[config.mk]
export PLATFORM = sky130hd
export DESIGN_NAME = rlld_cell
export DESIGN_NICKNAME = d
export VERILOG_FILES = /design/src/design/rlld_pkg.sv /design/src/design/rlld_cell.sv
export SDC_FILE = /design/constraint.sdc
export NUM_CORES = 1
export LEC_CHECK = 0
export BUFFER_PORTS_ARGS = -buffer_cell sky130_fd_sc_hd__buf_2
export CORE_UTILIZATION = 25
export CTS_CLUSTER_SIZE = 28
export DETAILED_ROUTE_END_ITERATION = 16
export SETUP_SLACK_MARGIN = 0.3
export SLEW_MARGIN = 30
export SYNTH_ARGS = -nofsm -noshare
export SYNTH_HDL_FRONTEND = slang
export SYNTH_SLANG_ARGS = --single-unit
[constraint.sdc]
create_clock -name aclk -period 0.9 [get_ports aclk]
set_input_delay 0.09 -clock aclk [delete_from_list [all_inputs] [get_ports aclk]]
set_output_delay 0.09 -clock aclk [all_outputs]
set_load 0.05 [all_outputs]
[src/design/rlld_pkg.sv]
// Shared constants, types and tables of the reed ladder level decoder.
`timescale 1ns / 1ps
package rlld_pkg;

    localparam int WINDOW_DEPTH     = 128;
    localparam int LINE_COUNT       = 2;
    localparam int SAMPLE_BITS      = 12;
    localparam int SENSORS_PER_LINE = 6;

    localparam int NUM_THRESH = 7;
    localparam int SUM_W      = SAMPLE_BITS + $clog2(WINDOW_DEPTH);
    localparam int POS_W      = $clog2(NUM_THRESH + 1);
    localparam int LEVEL_W    = 11;
    localparam int IDX_W      = $clog2(NUM_THRESH);

    localparam int LEVEL_SPAN    = 900;
    localparam int LINE_OFFSET_A = 0;
    localparam int LINE_OFFSET_B = 100;

    localparam bit LINE_B_EN = (LINE_COUNT > 1);

    localparam int REG_THRESH_BASE = 0;

    typedef logic [NUM_THRESH-1:0][SUM_W-1:0] thresh_t;
    typedef logic [(1 << POS_W)-1:0][LEVEL_W-1:0] level_tab_t;

    typedef struct packed {
        logic [SAMPLE_BITS-1:0] a;
        logic [SAMPLE_BITS-1:0] b;
    } pair_t;

    typedef struct packed {
        logic [SUM_W-1:0]   sum_a;
        logic [SUM_W-1:0]   sum_b;
        logic [POS_W-1:0]   pos_a;
        logic [POS_W-1:0]   pos_b;
        logic               trig;
        logic [LEVEL_W-1:0] level;
    } result_t;

    localparam thresh_t THRESH_RESET = {
        SUM_W'(470245), SUM_W'(378208), SUM_W'(300523), SUM_W'(231511),
        SUM_W'(166955), SUM_W'(103146), SUM_W'(36173)
    };

    function automatic level_tab_t build_level_tab(input int offset);
        level_tab_t tab;
        for (int k = 0; k < (1 << POS_W); k++) begin
            tab[k] = LEVEL_W'((k * LEVEL_SPAN) / SENSORS_PER_LINE + offset);
        end
        return tab;
    endfunction

    localparam level_tab_t LEVEL_TAB_A = build_level_tab(LINE_OFFSET_A);
    localparam level_tab_t LEVEL_TAB_B = build_level_tab(LINE_OFFSET_B);

endpackage

[src/design/rlld_cell.sv]
// One history cell: holds one sample of each line and passes it on per item.
`timescale 1ns / 1ps
module rlld_cell (
    input  logic           aclk,
    input  logic           aresetn,
    input  logic           shift_en,
    input  rlld_pkg::pair_t din,
    output rlld_pkg::pair_t dout
);
    import rlld_pkg::*;

    pair_t sample_reg;

    always_ff @(posedge aclk) begin
        if (!aresetn) begin
            sample_reg <= '0;
        end else if (shift_en) begin
            sample_reg <= din;
        end
    end

    assign dout = sample_reg;

endmodule

==> out/results.tsv <==
stage	metric	value	unit
synth	synth.avg_cell_area	12.1	sq um
worst_setup_path	crit_family	flip-flops	
clock_tree	ctsHoldBuffers	0	
sta	fin_skew	0	ps
power	clkPwrFrac	34.0	%
sta	worst_slew_pin_slew	308	ps
die	ios	51	
placement	place.gp.congestion	0.648	
sta	fin_setup_tns	0	ps
worst_setup_path	crit_buf_inv	1	
global_route	grt_pass1_wl	3490	um
global_route	overflow	0	
worst_setup_path	cp.arrival	760	ps
sta	setup_viol	0	
global_route	grt_pass1_vias	762	
run_status	outcome	finished, final reports clean	
sta	period_share	94.8	%
route	drtIter0Drc	12	
synth	syn_area	930	sq um
synth	async_reset_ff_share	0	%
worst_setup_path	path_cells	buf_8	
worst_setup_path	slowest_delay	360	ps
global_route	grt_usage	11.3	%
final_layout	final_area	0.00162	sq mm
die	die_h	63.0	um
sta	hold_slack	85.1	ps
clock_tree	cts_tree	done	
clock_tree	cts_buffers	3	
synth	synth_edf_count	0	
placement	dp_cells	170	
route	drtPass1Iterations	3	
die	core_area	0.00344	sq mm
route	wl_per_cell	11.5	um
clock_tree	clockBufferDepth	2	
global_route	grt_antenna_before_repair	0	
route	viasPerCell	4.06	
power	p_sw_share	26.4	%
placement	numPortBuffers	50	
final_layout	stdcell_count	174	
die	row_count	21	
synth	yosys_most_used_dff	dfxtp_1	
power	leakagePower	0.728	nW
synth	syn_inst	77	
clock_tree	cts_root_buf	clkbuf_8	
power	max-vdd-ir-drop	719	uV
power	power_frac_comb	23.4	%
final_layout	final_nets	156	
die	dieArea	0.00397	sq mm
final_layout	area_growth	74.3	%
worst_hold_path	min_path_type	primary input to flip-flop	
power	seq_power_share	42.7	%
synth	synth_cell_type_count	6	
synth	synth_top_cells_by_count	24 x dfxtp_1, 24 x mux2i_1, 24 x nor2b_1	
power	p_switching	0.716	mW
synth	yosys.area.top_type	dfxtp_1	
power	power.internal	1.99	mW
final_layout	fill_cells	316	
route	vias	707	
worst_setup_path	cp.required	810	ps
synth	synth_fp_nets	104	
power	p_per_area	1670	mW/mm^2
synth	ys_seq_area_share	51.7	%
flow_run	cap_violations	0	
worst_setup_path	worstSetupStartpointType	flip-flop	
worst_setup_path	crit_type	flip-flop to primary output	
final_layout	n_antenna_cell	0	
placement	dp_hpwl	1400	um
die	fp.dieW	63.0	um
route	totalWireLength	2000	um
clock_tree	clk_pin_slew	90	ps
synth	synth.area.top_cells	dfxtp_1 52%, mux2i_1 26%, nor2b_1 16%	
sta	final_max_slew_viol_count	0	
final_layout	largest_register_ffs	24	
clock_tree	clock_sinks	24	
synth	synth.top_cell.area_share	51.7	%
clock_tree	htreeDepth	1	
sta	fmax	1170	MHz
sta	rsz0062_at_grt	true	
route	route.detailed.drc	0	
worst_setup_path	endpoint_kind	primary output	
worst_setup_path	cp_slowest_cell	dfxtp_4	
final_layout	seq_area	571	sq um
power	p_total	2.71	mW
synth	synth_seq_cells	24	
final_layout	drive_gt1_share	62.5	%
sta	slew_headroom	79.5	%
worst_setup_path	path_max_fanout	2	
sta	fin_crit	854	ps
global_route	grt_start_max_net_pins	25	
placement	place_area	0.00131	sq mm
route	antenna_left	0	
synth	ys_warn_count	0	
clock_tree	insertion_delay	250	ps
final_layout	multi_input_area	390	sq um
die	start_util	27.0	%
sta	hold_viol_final	0	
==> kinds of logic (layout without fill, tap and decap cells) <==
family | count (synthesis) | count (layout) | synth area share, %
multiplexers | 24 | 24 | 25.8
AND/OR/NAND/NOR | 24 | 24 | 16.2
buffers and inverters | 5 | 56 | 6.33
flip-flops | 24 | 24 | 51.7
==> through the flow <==
step                      setup WS [ps]  util [%]
after global routing               17.3      47.1
after detailed placement            112      38.0
after CTS                          33.1      47.1
after global placement              132      38.0
after floorplan                     227         -
final                              46.5      47.1
==> final cells by class <==
type | count | share of cell area [%]
flip-flops and latches | 24 | 35.2
repair buffers | 52 | 32.7
multi-input cells | 48 | 24.1
well taps | 46 | 3.55
clock buffers | 3 | 2.55
clock inverters | 1 | 1.85
==> layer usage <==
metal	track usage, %	wire (um)
met1	13.1	809
met2	19.2	1050
met3	2.74	120
met4	5.23	19
met5	0	0
==> repair_timing <==
action,4_1_cts,5_1_grt
pin swaps,0,0
endpoints found under the setup margin,48,48
endpoints found under the hold margin,0,0
gates resized for setup,72,0
setup buffers,0,0
==> power by group through the flow <==
stage / sequential, mW / clock (mW) / combinational (mW)
2_1_floorplan: 1.38 / 0 / 0.158
3_3_place_gp: 1.15 / 0 / 0.509
3_5_place_dp: 1.15 / 0 / 0.514
4_1_cts: 1.16 / 0.949 / 0.638
5_1_grt: 1.17 / 0.991 / 0.670
6_report: 1.16 / 0.920 / 0.633
==> final timing paths <==
path	start	end	slack [ps]	depth (start not counted)
max	dout[8]$_SDFFE_PN0P_	dout[8]	50	1
min	din[7]	dout[7]$_SDFFE_PN0P_	90	3
max reg2reg	dout[12]$_SDFFE_PN0P_	dout[12]$_SDFFE_PN0P_	250	2
min reg2reg	dout[4]$_SDFFE_PN0P_	dout[4]$_SDFFE_PN0P_	540	2
==> cells in the final DEF, fill, tap and decap left out <==
| master | count |
|---|---|
| bufinv_16 | 1 |
| dfxtp_4 | 24 |
| mux2i_1 | 24 |
| clkbuf_8 | 3 |
| buf_2 | 26 |
| buf_12 | 2 |
| buf_8 | 24 |
| nor2b_1 | 24 |
No activity file was read; power rests on OpenSTA's default activity.
