`src/design/rlld_pkg.sv`:
```
// Shared constants, types and tables of the reed ladder level decoder.
`timescale 1ns / 1ps
package rlld_pkg;

    localparam int WINDOW_DEPTH     = 128;
    localparam int LINE_COUNT       = 2;
    localparam int SAMPLE_BITS      = 12;
    localparam int SENSORS_PER_LINE = 6;

    localparam int NUM_THRESH = 7;
    localparam int SUM_W      = SAMPLE_BITS + $clog2(WINDOW_DEPTH);
    localparam int POS_W      = $clog2(NUM_THRESH + 1);
    localparam int LEVEL_W    = 11;
    localparam int IDX_W      = $clog2(NUM_THRESH);

    localparam int LEVEL_SPAN    = 900;
    localparam int LINE_OFFSET_A = 0;
    localparam int LINE_OFFSET_B = 100;

    localparam bit LINE_B_EN = (LINE_COUNT > 1);

    localparam int REG_THRESH_BASE = 0;

    typedef logic [NUM_THRESH-1:0][SUM_W-1:0] thresh_t;
    typedef logic [(1 << POS_W)-1:0][LEVEL_W-1:0] level_tab_t;

    typedef struct packed {
        logic [SAMPLE_BITS-1:0] a;
        logic [SAMPLE_BITS-1:0] b;
    } pair_t;

    typedef struct packed {
        logic [SUM_W-1:0]   sum_a;
        logic [SUM_W-1:0]   sum_b;
        logic [POS_W-1:0]   pos_a;
        logic [POS_W-1:0]   pos_b;
        logic               trig;
        logic [LEVEL_W-1:0] level;
    } result_t;

    localparam thresh_t THRESH_RESET = {
        SUM_W'(470245), SUM_W'(378208), SUM_W'(300523), SUM_W'(231511),
        SUM_W'(166955), SUM_W'(103146), SUM_W'(36173)
    };

    function automatic level_tab_t build_level_tab(input int offset);
        level_tab_t tab;
        for (int k = 0; k < (1 << POS_W); k++) begin
            tab[k] = LEVEL_W'((k * LEVEL_SPAN) / SENSORS_PER_LINE + offset);
        end
        return tab;
    endfunction

    localparam level_tab_t LEVEL_TAB_A = build_level_tab(LINE_OFFSET_A);
    localparam level_tab_t LEVEL_TAB_B = build_level_tab(LINE_OFFSET_B);

endpackage

```
`src/design/rlld_decode.sv`:
```
// Threshold decode, held positions, level mean and result register.
`timescale 1ns / 1ps
module rlld_decode (
    input  logic                        aclk,
    input  logic                        aresetn,
    input  logic                        load,
    input  logic [rlld_pkg::SUM_W-1:0]  sum_a,
    input  logic [rlld_pkg::SUM_W-1:0]  sum_b,
    input  rlld_pkg::thresh_t           thresh,
    output rlld_pkg::result_t           res
);
    import rlld_pkg::*;

    logic [POS_W-1:0]   fresh_a;
    logic [POS_W-1:0]   fresh_b;
    logic               trig;
    logic [POS_W-1:0]   held_a_reg, held_a_next;
    logic [POS_W-1:0]   held_b_reg, held_b_next;
    logic [LEVEL_W-1:0] lvl_a;
    logic [LEVEL_W-1:0] lvl_b;
    logic [LEVEL_W:0]   lvl_sum;
    logic [LEVEL_W-1:0] level;
    result_t            res_reg, res_next;

    always_comb begin
        fresh_a = '0;
        fresh_b = '0;
        for (int k = 0; k < NUM_THRESH; k++) begin
            if (sum_a >= thresh[k]) fresh_a = fresh_a + POS_W'(1);
            if (sum_b >= thresh[k]) fresh_b = fresh_b + POS_W'(1);
        end
        if (!LINE_B_EN) fresh_b = '0;
    end

    assign trig        = (fresh_a != '0) || (fresh_b != '0);
    assign held_a_next = trig ? fresh_a : held_a_reg;
    assign held_b_next = trig ? fresh_b : held_b_reg;

    assign lvl_a   = (held_a_next != '0) ? LEVEL_TAB_A[held_a_next] : '0;
    assign lvl_b   = (held_b_next != '0) ? LEVEL_TAB_B[held_b_next] : '0;
    assign lvl_sum = {1'b0, lvl_a} + {1'b0, lvl_b};

    // mean of two is a halving; with one line live the sum is that line
    assign level = ((held_a_next != '0) && (held_b_next != '0)) ?
                   lvl_sum[LEVEL_W:1] : lvl_sum[LEVEL_W-1:0];

    always_comb begin
        res_next       = res_reg;
        res_next.sum_a = sum_a;
        res_next.sum_b = sum_b;
        res_next.pos_a = held_a_next;
        res_next.pos_b = held_b_next;
        res_next.trig  = trig;
        res_next.level = level;
    end

    always_ff @(posedge aclk) begin
        if (!aresetn) begin
            held_a_reg <= '0;
            held_b_reg <= '0;
        end else if (load) begin
            held_a_reg <= held_a_next;
            held_b_reg <= held_b_next;
        end
    end

    always_ff @(posedge aclk) begin
        if (load) begin
            res_reg <= res_next;
        end
    end

    assign res = res_reg;

endmodule

```
`config.mk`:
```
export PLATFORM = sky130hd
export DESIGN_NAME = rlld_decode
export DESIGN_NICKNAME = d
export VERILOG_FILES = /design/src/design/rlld_pkg.sv /design/src/design/rlld_decode.sv
export SDC_FILE = /design/constraint.sdc
export NUM_CORES = 1
export LEC_CHECK = 0
export ABC_AREA = 1
export ABC_CLOCK_PERIOD_IN_PS = 7400
export BUFFER_PORTS_ARGS = -buffer_cell sky130_fd_sc_hd__buf_2
export CORE_MARGIN = 2
export CORE_UTILIZATION = 30
export CTS_CLUSTER_DIAMETER = 60
export DETAILED_ROUTE_END_ITERATION = 8
export PLACE_DENSITY = 0.59
export SKIP_LAST_GASP = 1
export SYNTH_ARGS = -nofsm -noshare
export SYNTH_HDL_FRONTEND = slang
export SYNTH_SLANG_ARGS = --single-unit
```
`constraint.sdc`:
```
create_clock -name aclk -period 7.4 [get_ports aclk]
set_input_delay 0.74 -clock aclk [delete_from_list [all_inputs] [get_ports aclk]]
set_output_delay 0.74 -clock aclk [all_outputs]
set_load 0.02 [all_outputs]
```
==> results.tsv, run 1 <==
metric	value	unit
fin_nets	2409	
yosysWarnings	0	
tightest_slew	789	ps
num_vias	11800	
synth_fa_ha_area_share	34.9	%
grt_pass1_wl	64.1	mm
leakagePower	8.34	nW
area_delta_synth_final	39.4	%
p_per_area	257	mW/mm^2
grt_pass1_vias	11800	
holdWs	588	ps
start_util	30.5	%
multi_input_area	0.00867	sq mm
place_ws	-742	ps
finalSetupViolCount	4	
syn_area	0.0109	sq mm
cp.depth	62	
synth-xor-area-share	0.565	%
clkTransAtPathRegs	60	ps
die_area	0.0377	sq mm
syn-instance-count	1487	
slowest_delay	290	ps
rows	69	
cp.arrival	7840	ps
yosys_register_bits	62	
dpl_cell_area	0.0139	sq mm
fmax	0.131	GHz
drt_iter0_markers	628	
fin_area	0.0151	sq mm
end_kind	flop	
cts.path.max_buffers	2	
violations	setup timing	
critPathSlowestCell	a221oi_2	
grtUsageTotal	22.0	%
final_layout_size_suffix_gt1_share	33.3	%
synthTopCellsByArea	ha_1 (35%), edfxtp_1 (15%), nand2_1 (12%)	
worstSetupPathType	in2reg	
die_h	194	um
grt_max_degree	61	
cap_violations	0	
grt_antenna_before_repair	0	
numCtsBuffers	9	
synth_fp_nets	1963	
status	finished with violations	
num-fill-cells	3650	
muxShareOfSynthArea	0	%
cts_tree	yes	
overflow	0	
cpLargestDelayFamily	simple AND/OR/NAND/NOR gates	
path_buf_inv	11	
fin_worst_skew	7.17	ps
rsz0062_at_grt	yes	
drt_wl_total	42.7	mm
reg2reg_slack	4430	ps
dp_hpwl	35.9	mm
worst_slack	-230	ps
critical_path.startpoint	thresh[23]	
crit_fanout	5	
drc_errors	0	
hp-class	reg2reg	
cts-root-buf	clkbuf_16	
synth_top_family_by_area	adder cells	
hold_buffers	0	
synth_cell_type_count	50	
synth-seq-area-share	16.6	%
drt_pass1_iterations	7	
vdd_drop_max	0.274	mV
synth_compound_area_share	10.5	%
cp_data_required_time	7610	ps
pin_count	230	
die_x	194	um
min_period_over_period	103	%
synth_area_per_cell	7.30	sq um
crit_top_cell	nand2_1	
largest_reg_flops	56	
io_buffers	229	
area.sequential	0.00180	sq mm
cts-htree-levels	3	
crit_path_end	res[9]	
antenna-diode-count	0	
core_area	0.0356	sq mm
r2r_end	res[10]	
period_needed	7630	ps
rr_worst_depth	25	
slew_headroom	47.4	%
r2r_start	held_b_reg[1]	
post-synth-top-area-cell	ha_1	
wire_per_inst	17.8	um
clock_sinks	62	
globalplace.congestion	0.972	
viasPerCell	4.92	
yosys.area_share.simple	27.8	%
ant_nets	0	
utilization	42.5	%
hold_violations	0	
clkLatencyLatePin	340	ps
netlist.area_leader.share	34.7	%
final_max_slew_viol_count	0	
setup_tns	-735	ps
start_kind	primary input	
==> cell families (layout without fill, tap and decap cells) <==
logic type	after synthesis	count (layout)
buffers and inverters	275	726
adder cells (fa/ha/maj)	302	302
AND/OR/NAND/NOR	636	636
flip-flops	62	62
XOR/XNOR	7	7
AO/OA/AOI/OAI	205	205
==> tightest hold or removal path: stages (launching register included) <==
cell and delay (ps):
dfxtp_1 310, nor2_1 90, nor2_1 50, o21ai_0 60, inv_1 40
==> where the power goes <==
group          leakage, nW  switching [mW]  internal, mW
combinational         7.60            1.52          1.44
sequential           0.599          0.0147         0.506
clock                0.137           0.169         0.227
total                 8.34            1.71          2.18
==> routing by layer <==
metal / wire length, um / GRT usage [%] / vias up
met1: 19700 / 30.2 / 5455
met4: 1360 / 7.52 / 0
met3: 2350 / 1.83 / 76
met2: 19300 / 36.4 / 384
met5: 0 / 0 / -
li1: - / - / 5891
==> worst min-delay path by stage <==
stage          slack, ps            end  cells past startpoint     startpoint
3_3_place_gp         550  held_a_reg[0]                      4  held_a_reg[0]
3_5_place_dp         570  held_a_reg[0]                      4  held_a_reg[0]
2_1_floorplan        540  held_a_reg[0]                      4  held_a_reg[0]
4_1_cts              580        res[37]                      1       sum_a[0]
5_1_grt              590        res[37]                      1       sum_a[0]
6_report             590  held_a_reg[0]                      4  held_a_reg[0]
==> what timing repair did <==
action | CTS | global route
endpoints found under the setup margin | 5 | 8
pin swaps | 63 | 95
buffers inserted | 58 | 14
gates resized for setup | 54 | 74
==> layout make-up <==
class                   count  share of cell area [%]
clock inverters             7                   0.322
flip-flops and latches     62                    11.9
clock buffers               9                    1.49
well taps                 461                    3.81
multi-input cells        1150                    57.3
inverters                 271                    6.77
repair buffers            439                    18.4
==> per-stage QoR <==
stage          cells  power, mW
3_3_place_gp    2331       2.73
4_1_cts         2402       3.66
2_1_floorplan   1487       1.96
6_report        2399       3.89
5_1_grt         2399       4.24
3_5_place_dp    2331       2.77
==> Yosys cell counts, drive strengths merged <==
master and n:
and2 11, a21o 6, nor2 107, dfxtp 6, ha 301, xor2 6
a31oi 1, nor3 8, or2 6, inv 270, nand3b 6, o31ai 1
nand3 81, o211ai 2, nand4 51, o21ai 54, edfxtp 56, a21oi 121
nor3b 1, nor4 4, a41oi 2, buf 4, xnor2 1, o21bai 2
clkinv 1, nand2 360, nor4b 1, fa 1, a221oi 5, o21a 11
==> cell usage in the layout (no fill, tap or decap), drive strengths merged, types with 7 or more instances in the layout <==
cell and count:
a21oi 121, and2 11, buf 439, clkbuf 9
clkinv 7, edfxtp 56, ha 301, inv 269
nand2 360, nand3 81, nand4 51, nor2 107
nor3 8, o21a 11, o21ai 54
No activity file was read; power rests on OpenSTA's default activity.
==> run 2, diff against run 1 <==
- ABC_AREA: 1 -> not set
==> results.tsv, run 2 <==
metric	value	unit	change
status	finished with violations		
violations	setup timing		
slowest_delay	410	ps	+120 ps
syn-instance-count	1094		-26%
critPathSlowestCell	or4_4		
drt_wl_total	35.9	mm	-16%
ys_async_sr_fraction	0	%	unchanged
pin_count	230		unchanged
rows	66		-4.3%
leakagePower	7.67	nW	-8.0%
yosysWarnings	0		unchanged
min_period_over_period	125	%	+22 points
fin_worst_skew	5.49	ps	-1.68 ps
p_per_area	347	mW/mm^2	+35%
vdd_drop_max	0.404	mV	+47%
synth_edf_count	56		unchanged
finalSetupViolCount	12		+8
hp-start	held_a_reg[2]		
syn_area	0.0100	sq mm	-7.8%
clkTransAtPathRegs	60	ps	about the same
cts_tree	yes		
die_area	0.0348	sq mm	-7.6%
num_vias	10100		-15%
grt_max_degree	68		+11%
area_delta_synth_final	45.0	%	
clock_sinks	62		unchanged
critical_path.startpoint	sum_a[1]		
drt_pass1_iterations	5		-2
clkLatencyLatePin	370	ps	+30 ps
yosys_register_bits	62		unchanged
fin_area	0.0145	sq mm	-4.1%
cts.path.max_buffers	2		unchanged
synth-seq-area-share	18.0	%	+1.4 points
synthTopCellsByArea	ha_1 (38%), edfxtp_1 (17%), inv_1 (5.8%)		
period_needed	9280	ps	+1650 ps
dp_hpwl	30.4	mm	-15%
io_buffers	229		unchanged
drc_errors	0		unchanged
cts-htree-levels	3		unchanged
crit_top_cell	o21a_1		
cp.arrival	9400	ps	+1560 ps
utilization	44.4	%	+1.8 points
tightest_slew	904	ps	+115 ps
crit_fanout	5		unchanged
globalplace.congestion	0.902		-7.2%
core_area	0.0327	sq mm	-8.1%
grt_antenna_before_repair	2		+2
synth_area_per_cell	9.15	sq um	+25%
synth_cell_type_count	81		+62%
worstSetupPathType	in2reg		
die_h	187	um	-3.9%
final_max_slew_viol_count	0		unchanged
grtUsageTotal	20.3	%	-1.8 points
layout_common_cells	ha_1 (285), buf_4 (251), buf_2 (227)		
final_layout_size_suffix_gt1_share	37.7	%	+4.4 points
start_kind	primary input		
netlist.area_leader.share	37.6	%	+2.9 points
final_common_cell	ha_1		
grt_pass1_vias	10100		-15%
ys.flop_type	edfxtp_1		
cts-root-buf	clkbuf_16		
cap_violations	0		unchanged
synthTopCellsByCount	ha_1 (301), inv_1 (155), a21oi_1 (87), edfxtp_1 (56), nand2_1 (53)		
wire_per_inst	17.5	um	-1.5%
hold_buffers	0		unchanged
end_kind	flop		
synth_fp_nets	1570		-20%
start_util	30.6	%	+0.089 points
grt_pass1_wl	54.4	mm	-15%
die_x	187	um	-3.9%
hold_violations	0		unchanged
fin_nets	2072		-14%
largest_reg_flops	56		unchanged
post-synth-top-area-cell	ha_1		
slew_headroom	39.8	%	-7.6 points
numCtsBuffers	9		unchanged
dpl_cell_area	0.0137	sq mm	-1.4%
hp-class	reg2reg		
fmax	0.108	GHz	-18%
rsz0062_at_grt	yes		
overflow	0		unchanged
r2r_start	held_b_reg[1]		
yosysMostFrequentCell	ha_1		
worst_slack	-1880	ps	-1650 ps
viasPerCell	4.92		about the same
ant_nets	0		unchanged
cp_data_required_time	7520	ps	-90 ps
drt_iter0_markers	505		-20%
[run 2: changes by cell type in the layout (fill, tap and decap cells not counted), sizes merged, moves of 14 or more]
cell | previous run | this run
o21a | 11 | 40
nand4 | 51 | 33
nand2b | 0 | 15
a211oi | 0 | 14
nand2 | 360 | 53
nand3 | 81 | 30
buf | 439 | 495
nor2 | 107 | 38
a21o | 6 | 38
a21oi | 121 | 88
inv | 269 | 155
nor2b | 0 | 15
mux2i | 0 | 14
[run 2: path summary, 6_finish.rpt]
| kind | endpoint | slack [ps] | cells past startpoint |
|---|---|---|---|
| max | res[8] | -1880 | 47 |
| min | held_a_reg[2] | 510 | 1 |
| max reg2reg | res[8] | 3920 | 19 |
| min reg2reg | held_a_reg[2] | 510 | 1 |
[run 2: cell type report]
class	instances	area (sq um)
Antenna cell	2	5.00
Clock buffer	11	233
Clock inverter	5	36.3
Fill cell	3264	18200
Inverter	155	601
Multi-Input combinational cell	873	8050
Sequential cell	62	1800
Tap cell	442	553
Timing Repair Buffer	495	3230
[run 2: repair_timing]
action	4_1_cts	5_1_grt
setup endpoints to repair	14	23
pin swaps	33	45
setup buffers	20	14
resized for setup	18	50
[run 2: power breakdown]
part           internal, mW  switching (mW)
registers             0.565          0.0235
clock network         0.227           0.184
logic                  2.21            1.83
total                  3.00            2.03
[run 2: per-stage QoR]
| stage | TNS, ps | total power, mW | instances | setup WS (ps) | hold slack (ps) |
|---|---|---|---|---|---|
| 2_1_floorplan | -14860 | 2.69 | 1094 | -1950 | 471 |
| 3_3_place_gp | -21790 | 3.83 | 2000 | -2340 | 489 |
| 3_5_place_dp | -24370 | 3.87 | 2000 | -2490 | 491 |
| 4_1_cts | -15920 | 4.68 | 2033 | -1920 | 512 |
| 5_1_grt | -19630 | 5.44 | 2045 | -2250 | 531 |
| 6_report | -15520 | 5.04 | 2045 | -1880 | 509 |
[run 2: critical path, delay by kind of cell]
| kind | cells | cell delay (ps) |
|---|---|---|
| simple gates | 10 | 1600 |
| mux | 4 | 1030 |
| buf+inv | 4 | 540 |
| compound gates | 18 | 3100 |
| fa+ha+maj | 8 | 1930 |
| xor+xnor | 3 | 440 |
[run 2: cell families (layout without fill, tap and decap cells)]
kind of cell / after synthesis / in the layout / synth area share (%)
AO/OA/AOI/OAI: 295 / 295 / 20.3
adder cells (fa/ha/maj): 302 / 302 / 37.8
AND/OR/NAND/NOR: 228 / 228 / 12.1
multiplexers: 22 / 22 / 2.41
flip-flops: 62 / 62 / 18.0
buffers and inverters: 159 / 666 / 6.13
XOR/XNOR: 26 / 26 / 3.15
other: 0 / 2 / 0
[run 2: metal layers]
metal	global-route usage (%)	part of all wire (%)
met4	6.65	1.9
met1	27.6	48
met3	2.50	4.2
met5	0	0
met2	33.2	46
